**src/rtl/core/acpk_pkg.sv**
```systemverilog
// acpk_pkg: shared types and constants of the uncompressed frame packer
package acpk_pkg;

  localparam int unsigned CFG_INDEX_W = 2;
  localparam int unsigned CFG_DATA_W  = 3;
  localparam int unsigned JOB_BYTES   = 5;
  localparam int unsigned JOB_CNT_W   = 3;

  localparam logic [CFG_INDEX_W-1:0] REG_CHANNEL_CODE = 2'd0;
  localparam logic [CFG_INDEX_W-1:0] REG_SWAP_BYTES   = 2'd1;

  localparam logic [2:0] CHANNEL_CODE_RESET = 3'd1;
  localparam logic       SWAP_BYTES_RESET   = 1'b1;

  localparam logic [6:0] PEND_MASK       = 7'h7F;
  localparam int unsigned HDR_ZERO_BITS  = 19;
  localparam logic [2:0] HDR_BYTES       = 3'd4;
  localparam logic [2:0] DATA_BYTES      = 3'd2;
  localparam logic [2:0] HDR_LEFT_BITS   = 3'd7;

  typedef struct packed {
    logic [7:0] first_byte;
    logic [7:0] second_byte;
    logic       frame_start;
    logic       frame_end;
  } in_item_t;

  typedef struct packed {
    logic [7:0] out_byte;
    logic       last_byte;
  } out_item_t;

  typedef struct packed {
    logic [JOB_BYTES-1:0][7:0] bytes;
    logic [JOB_CNT_W-1:0]      count;
    logic                      last;
  } job_t;

endpackage

```
**src/rtl/core/alac_uncompressed_frame_packer.sv**
```systemverilog
// alac_uncompressed_frame_packer: top level of the uncompressed frame bit packer
// the first byte of an accepted sample request passes through the job queue, then the result queue, to result
// throughput: one byte per cycle while the result queue has room, 2-3 bytes per data sample, 4-5 with a frame header
// the byte-wide result queue sets the rate, the job queue lets intake run ahead
// reset: queues emptied, held bits cleared, channel_code 1, swap_bytes 1
module alac_uncompressed_frame_packer import acpk_pkg::*; #(
  parameter int unsigned JOB_DEPTH = 2,
  parameter int unsigned OUT_DEPTH = 2
) (
  input  logic                   clk,
  input  logic                   rst,
  input  logic                   push,
  input  in_item_t               item,
  output logic                   full,
  input  logic                   pop,
  output out_item_t              result,
  output logic                   empty,
  input  logic                   cfg_valid,
  output logic                   cfg_ready,
  input  logic [CFG_INDEX_W-1:0] cfg_index,
  input  logic [CFG_DATA_W-1:0]  cfg_data
);

  logic      accept;
  job_t      job_in;
  job_t      job_head;
  logic      job_full;
  logic      job_empty;
  logic      job_pop;
  out_item_t back_result;
  logic      back_push;
  logic      out_full;

  assign cfg_ready = 1'b1;
  assign full      = job_full;
  assign accept    = push && !job_full;

  acpk_front u_front (
    .clk       (clk),
    .rst       (rst),
    .cfg_valid (cfg_valid && cfg_ready),
    .cfg_index (cfg_index),
    .cfg_data  (cfg_data),
    .accept    (accept),
    .item      (item),
    .job       (job_in)
  );

  acpk_fifo #(
    .WIDTH ($bits(job_t)),
    .DEPTH (JOB_DEPTH)
  ) u_job_q (
    .clk   (clk),
    .rst   (rst),
    .push  (accept),
    .wdata (job_in),
    .full  (job_full),
    .pop   (job_pop),
    .rdata (job_head),
    .empty (job_empty)
  );

  acpk_back u_back (
    .clk         (clk),
    .rst         (rst),
    .job         (job_head),
    .job_empty   (job_empty),
    .job_pop     (job_pop),
    .result      (back_result),
    .result_push (back_push),
    .result_full (out_full)
  );

  acpk_fifo #(
    .WIDTH ($bits(out_item_t)),
    .DEPTH (OUT_DEPTH)
  ) u_out_q (
    .clk   (clk),
    .rst   (rst),
    .push  (back_push),
    .wdata (back_result),
    .full  (out_full),
    .pop   (pop),
    .rdata (result),
    .empty (empty)
  );

  a_job_count_range: assert property (@(posedge clk) disable iff (rst)
    !job_empty |-> (job_head.count >= 3'd2 && job_head.count <= 3'd5))
    else $error("job byte count out of range");

  a_pop_needs_push: assert property (@(posedge clk) disable iff (rst)
    job_pop |-> back_push)
    else $error("job retired without emitting its final byte");

  a_last_only_at_end: assert property (@(posedge clk) disable iff (rst)
    (back_push && back_result.last_byte) |-> job_pop)
    else $error("last byte flagged before the end of its job");

  a_back_stalls_on_full: assert property (@(posedge clk) disable iff (rst)
    (out_full && !job_empty) |=> ($stable(job_head) || $past(pop)))
    else $error("job advanced while result queue was full");

endmodule

```
**src/rtl/core/acpk_fifo.sv**
```systemverilog
// acpk_fifo: small register queue with push/full and pop/empty
module acpk_fifo #(
  parameter int unsigned WIDTH = 8,
  parameter int unsigned DEPTH = 2
) (
  input  logic             clk,
  input  logic             rst,
  input  logic             push,
  input  logic [WIDTH-1:0] wdata,
  output logic             full,
  input  logic             pop,
  output logic [WIDTH-1:0] rdata,
  output logic             empty
);

  localparam int unsigned AW = (DEPTH > 1) ? $clog2(DEPTH) : 1;
  localparam int unsigned CW = $clog2(DEPTH + 1);

  logic [WIDTH-1:0] mem [DEPTH];
  logic [AW-1:0]    wr_ptr;
  logic [AW-1:0]    rd_ptr;
  logic [CW-1:0]    count;
  logic             do_push;
  logic             do_pop;

  assign full    = (count == CW'(DEPTH));
  assign empty   = (count == '0);
  assign do_push = push && !full;
  assign do_pop  = pop && !empty;
  assign rdata   = mem[rd_ptr];

  always_ff @(posedge clk) begin
    if (do_push) begin
      mem[wr_ptr] <= wdata;
    end
  end

  always_ff @(posedge clk) begin
    if (rst) begin
      wr_ptr <= '0;
      rd_ptr <= '0;
      count  <= '0;
    end else begin
      if (do_push) begin
        wr_ptr <= (wr_ptr == AW'(DEPTH - 1)) ? '0 : wr_ptr + 1'b1;
      end
      if (do_pop) begin
        rd_ptr <= (rd_ptr == AW'(DEPTH - 1)) ? '0 : rd_ptr + 1'b1;
      end
      if (do_push && !do_pop) begin
        count <= count + 1'b1;
      end else if (do_pop && !do_push) begin
        count <= count - 1'b1;
      end
    end
  end

endmodule

```
**src/rtl/core/acpk_front.sv**
```systemverilog
// acpk_front: config registers, held bits and per-sample byte job builder
module acpk_front import acpk_pkg::*; (
  input  logic                   clk,
  input  logic                   rst,
  input  logic                   cfg_valid,
  input  logic [CFG_INDEX_W-1:0] cfg_index,
  input  logic [CFG_DATA_W-1:0]  cfg_data,
  input  logic                   accept,
  input  in_item_t               item,
  output job_t                   job
);

  logic [2:0]  channel_code;
  logic        swap_bytes;
  logic [6:0]  pending_bits;
  logic [2:0]  pending_count;
  logic [6:0]  pending_bits_next;
  logic [2:0]  pending_count_next;

  logic [15:0] sample;
  logic [22:0] header;
  logic [22:0] held_stream;
  logic [39:0] window;
  logic [2:0]  left_bits;
  logic [2:0]  full_bytes;

  always_comb begin
    sample      = swap_bytes ? {item.second_byte, item.first_byte}
                             : {item.first_byte, item.second_byte};
    header      = {channel_code, {HDR_ZERO_BITS{1'b0}}, 1'b1};
    held_stream = {pending_bits, sample} << (3'd7 - pending_count);
    if (item.frame_start) begin
      window     = {header, sample, 1'b0};
      full_bytes = HDR_BYTES;
      left_bits  = HDR_LEFT_BITS;
    end else begin
      window     = {held_stream, 17'b0};
      full_bytes = DATA_BYTES;
      left_bits  = pending_count;
    end
    for (int i = 0; i < JOB_BYTES; i++) begin
      job.bytes[i] = window[39 - 8*i -: 8];
    end
    job.count = full_bytes + JOB_CNT_W'(item.frame_end && (left_bits != '0));
    job.last  = item.frame_end;
    if (item.frame_end) begin
      pending_bits_next  = '0;
      pending_count_next = '0;
    end else begin
      pending_bits_next  = sample[6:0] & ~(PEND_MASK << left_bits);
      pending_count_next = left_bits;
    end
  end

  always_ff @(posedge clk) begin
    if (rst) begin
      channel_code  <= CHANNEL_CODE_RESET;
      swap_bytes    <= SWAP_BYTES_RESET;
      pending_bits  <= '0;
      pending_count <= '0;
    end else begin
      if (cfg_valid) begin
        case (cfg_index)
          REG_CHANNEL_CODE: channel_code <= cfg_data;
          REG_SWAP_BYTES:   swap_bytes   <= cfg_data[0];
          default:          ;
        endcase
      end
      if (accept) begin
        pending_bits  <= pending_bits_next;
        pending_count <= pending_count_next;
      end
    end
  end

endmodule

```
**src/rtl/core/acpk_back.sv**
```systemverilog
// acpk_back: walks the head job one byte per cycle into the result queue while the result queue has room
module acpk_back import acpk_pkg::*; (
  input  logic      clk,
  input  logic      rst,
  input  job_t      job,
  input  logic      job_empty,
  output logic      job_pop,
  output out_item_t result,
  output logic      result_push,
  input  logic      result_full
);

  logic [JOB_CNT_W-1:0] idx;
  logic                 at_end;

  assign at_end           = (idx == job.count - 1'b1);
  assign result_push      = !job_empty && !result_full;
  assign job_pop          = result_push && at_end;
  assign result.out_byte  = job.bytes[idx];
  assign result.last_byte = job.last && at_end;

  always_ff @(posedge clk) begin
    if (rst) begin
      idx <= '0;
    end else if (result_push) begin
      idx <= at_end ? '0 : idx + 1'b1;
    end
  end

endmodule

```
**config.mk**
```make
export PLATFORM = sky130hd
export DESIGN_NAME = alac_uncompressed_frame_packer
export DESIGN_NICKNAME = d
export VERILOG_FILES = /design/src/rtl/core/acpk_pkg.sv /design/src/rtl/core/alac_uncompressed_frame_packer.sv /design/src/rtl/core/acpk_fifo.sv /design/src/rtl/core/acpk_front.sv /design/src/rtl/core/acpk_back.sv
export SDC_FILE = /design/constraint.sdc
export NUM_CORES = 1
export LEC_CHECK = 0
export ABC_CLOCK_PERIOD_IN_PS = 8700
export BUFFER_PORTS_ARGS = -buffer_cell sky130_fd_sc_hd__clkbuf_2
export CORE_UTILIZATION = 45
export CTS_BUF_LIST = sky130_fd_sc_hd__clkbuf_8
export DETAILED_ROUTE_END_ITERATION = 10
export PLACE_DENSITY = 0.73
export SYNTH_ARGS = -nofsm -noshare
export SYNTH_HDL_FRONTEND = slang
export SYNTH_HIERARCHICAL = 1
export SYNTH_SLANG_ARGS = --single-unit
```
**constraint.sdc**
```tcl
create_clock -name clk -period 8.7 [get_ports clk]
set_clock_uncertainty 0.05 [all_clocks]
set_input_delay 0.87 -clock clk [delete_from_list [all_inputs] [get_ports clk]]
set_output_delay 0.87 -clock clk [all_outputs]
set_load 0.02 [all_outputs]
```
==> results.py <==
metrics = {
    "die": {
        "fp-row-count": 44,
        "start_util_pct": 46.1,
        "coreArea_um2": 14500,
        "dieWidth_um": 124,
        "io_pins": 40,
        "die-height_um": 124,
        "die-area_um2": 15400,
    },
    "clocking": {
        "postCtsSetupBuffers": 0,
        "clock_path_buffers": 2,
        "numCtsBuffers": 17,
        "clk_latency_ns": 0.44,
        "holdBufCountCts": 0,
        "ctsRootBufferMaster": "clkbuf_8",
        "clock-sinks": 133,
        "cts-resized-gates": 0,
        "cts_max_level": 4,
        "cts_tree": "built",
        "cts.clk_slew.worst_paths_ns": 0.08,
    },
    "grt": {
        "grt_pass1_wl_um": 22300,
        "overflow": 0,
        "grt_use_total_pct": 19.9,
        "first_global_vias": 4200,
        "grt_max_degree": 45,
        "antenna_found_initial": 0,
    },
    "sta": {
        "grt_setup_unrepaired": "false",
        "setup_viol": 0,
        "slew_violations": 0,
        "tightest_slew_ns": 1.11,
        "max_freq_mhz": 274,
        "slew_headroom_pct": 26.1,
        "period_minus_slack_ns": 3.64,
        "fin_crit_sh_pct": 41.9,
        "setup_tns_ns": 0,
        "hold_viol": 0,
        "whs_ns": 0.440,
    },
    "worst_setup_path": {
        "path_common_cell": "ha_1",
        "crit_chain": "mux2_2 > inv_1 > ha_1 > xor3_2 > nor4b_1 > o21ai_0 > ha_1 > or3_1 > a21oi_1",
        "crit_family": "flip-flops",
        "slowest_stage": "dfxtp_2",
        "path_buf_inv": 1,
        "slowest_delay_ns": 1.05,
        "crit_type": "flip-flop to flip-flop",
        "crit_fanout": 44,
        "critPathCaptureType": "flip-flop",
        "arrival_ns": 3.95,
        "required_ns": 9.00,
        "start_kind": "flip-flop",
    },
    "synth": {
        "synthArstFlopShare_pct": 0,
        "ys_types": 58,
        "ys_seq_area_share_pct": 55.5,
        "synth_top_area_share_pct": 47.5,
        "syn_area_per_cell_um2": 13.1,
        "syn-num-nets": 544,
        "synth_edf_count": 106,
        "ys_warn_count": 6,
        "synth_ff_type": "edfxtp_1",
        "syn_area_um2": 6710,
        "ys_ff_latch": 133,
        "synthTopCellsByArea": "edfxtp_1, mux2_2, dfxtp_1",
        "syn_inst": 512,
        "yosysTopAreaCell": "edfxtp_1",
    },
    "detailed_routing": {
        "wl_um": 14300,
        "drt_first_pass_iters": 5,
        "wl_per_cell_um": 19.4,
        "drt_iter0_markers": 468,
        "drc": 0,
        "drt-vias-per-instance": 5.85,
        "final_antenna_net_count": 0,
        "vias": 4309,
    },
    "finish": {
        "diodes": 0,
        "fillers": 1237,
        "drive_gt1_share_pct": 28.4,
        "nNetsFinal": 571,
        "areaGrowthSynthToFinish_pct": 9.85,
    },
    "job": {
        "cap_violations": 0,
    },
    "power": {
        "p_per_area_nw_per_um2": 278,
        "p_leak_uw": 0.00269,
        "ir_worst_vdd_uv": 105,
    },
    "min_path": {
        "worstHoldStart": "u_job_q/wr_ptr$_SDFFE_PP0P_",
        "min_path_type": "flip-flop to flip-flop",
    },
    "placement": {
        "dpl.hpwl_um": 9830,
        "io_buffers": 38,
        "place.gp.congestion": 0.903,
    },
    "outcome": {
        "outcome": "complete, no violations",
    },
}
## area by class of cell
type,count,area [µm²],share of cell area [%]
Inverter,19,71.3,0.968
Sequential cell,133,3720,50.6
Clock inverter,15,201,2.73
Tap cell,184,230,3.13
Clock buffer,17,234,3.18
Timing Repair Buffer,42,220,2.99
Multi-Input combinational cell,326,2680,36.4
## through the flow
| stage | util, % | total power, µW | setup slack [ns] | instance area, µm² | cells |
|---|---|---|---|---|---|
| final | 50.7 | 2050 | 5.06 | 7370 | 736 |
| after CTS | 50.7 | 2060 | 5.05 | 7370 | 736 |
| after detailed placement | 47.7 | 1500 | 5.06 | 6930 | 704 |
| after floorplan | - | 1350 | 5.73 | 6710 | 512 |
| after global routing | 50.7 | 2160 | 4.79 | 7370 | 736 |
| after global placement | 47.7 | 1480 | 5.15 | 6930 | 704 |
## worst paths after layout
kind,slack [ns],cells after the start,endpoint
worst max-delay path,5.06,9,u_job_q/count[1]$_SDFFE_PP0P_
worst min-delay path,0.44,2,u_job_q/wr_ptr$_SDFFE_PP0P_
worst max register to register,5.06,9,u_job_q/count[1]$_SDFFE_PP0P_
worst min register to register,0.44,2,u_job_q/wr_ptr$_SDFFE_PP0P_
## state kept, by name, summed over array words and instances (netlist names), named ones only
name,flops
u_out_q/count,2
u_front/pending_bits,7
u_job_q/mem,88
u_out_q/rd_ptr,1
u_out_q/mem,18
u_job_q/count,2
u_front/swap_bytes,1
u_front/channel_code,3
u_job_q/rd_ptr,1
u_job_q/wr_ptr,1
u_out_q/wr_ptr,1
u_front/pending_count,3
u_back/idx,3
## worst reg2reg max path, cell delays in order (launching register included)
cell and delay, ns:
dfxtp_2 1.05, mux2_2 0.46, inv_1 0.06, ha_1 0.24
xor3_2 0.41, nor4b_1 0.24, o21ai_0 0.19, ha_1 0.35
or3_1 0.35, a21oi_1 0.17
## power by group
group / internal (µW) / switching, µW / leakage (µW)
Sequential: 856 / 74.0 / 0.00122
Combinational: 238 / 322 / 0.00125
Clock: 315 / 246 / 0.000221
## cells in the final DEF (no fill, tap or decap), drive strengths merged, types with 4 or more instances in the layout
cell,n
edfxtp,106
mux2,63
clkbuf,55
nor2,42
mux2i,35
dfxtp,27
inv,24
o21ai,24
nand2,22
o22ai,21
a21oi,13
mux4,10
nor2b,8
xor2,7
a221o,7
a22oi,6
or3,5
clkinv,5
bufinv,4
ha,4
nand2b,4
o221ai,4
a211o,4
a2bb2oi,4
buf,4
and2,4
o311ai,4
## Yosys cell counts (3+ instances only)
library cell / n
edfxtp_1: 106
mux2_2: 57
nor2_1: 42
mux2i_1: 35
dfxtp_1: 27
nand2_1: 22
o22ai_1: 21
inv_1: 18
a21oi_1: 12
buf_4: 12
o21ai_0: 12
o21ai_1: 12
clkbuf_1: 10
mux4_2: 9
a221o_1: 7
buf_2: 7
xor2_1: 7
a22oi_1: 6
mux2_4: 6
or3_1: 5
a211o_1: 4
a2bb2oi_1: 4
and2_1: 4
buf_6: 4
ha_1: 4
nand2b_1: 4
nor2b_1: 4
o221ai_1: 4
a31oi_1: 3
nor3_1: 3
o22a_1: 3
xnor2_1: 3
## per-layer routing
metal / part of all wire, % / GRT usage, % / vias up
met5: 0 / 0 / -
li1: - / - / 2001
met4: 2.4 / 8.33 / 0
met2: 47 / 30.9 / 180
met1: 44 / 25.9 / 2101
met3: 6.4 / 6.04 / 27
## cell families (layout without fill, tap and decap cells)
logic type / count (synthesis) / after routing / synth area share [%]
AOI/OAI and AO/OA: 103 / 103 / 10.6
buffers and inverters: 53 / 93 / 4.46
muxes: 108 / 108 / 19.6
adders and majority gates: 4 / 4 / 0.746
DFF: 133 / 133 / 55.5
other: 2 / 2 / 0.112
xor gates and xnor gates: 11 / 11 / 1.68
and+or+nand+nor: 98 / 98 / 7.30
Power figures use the tool's default switching activity.
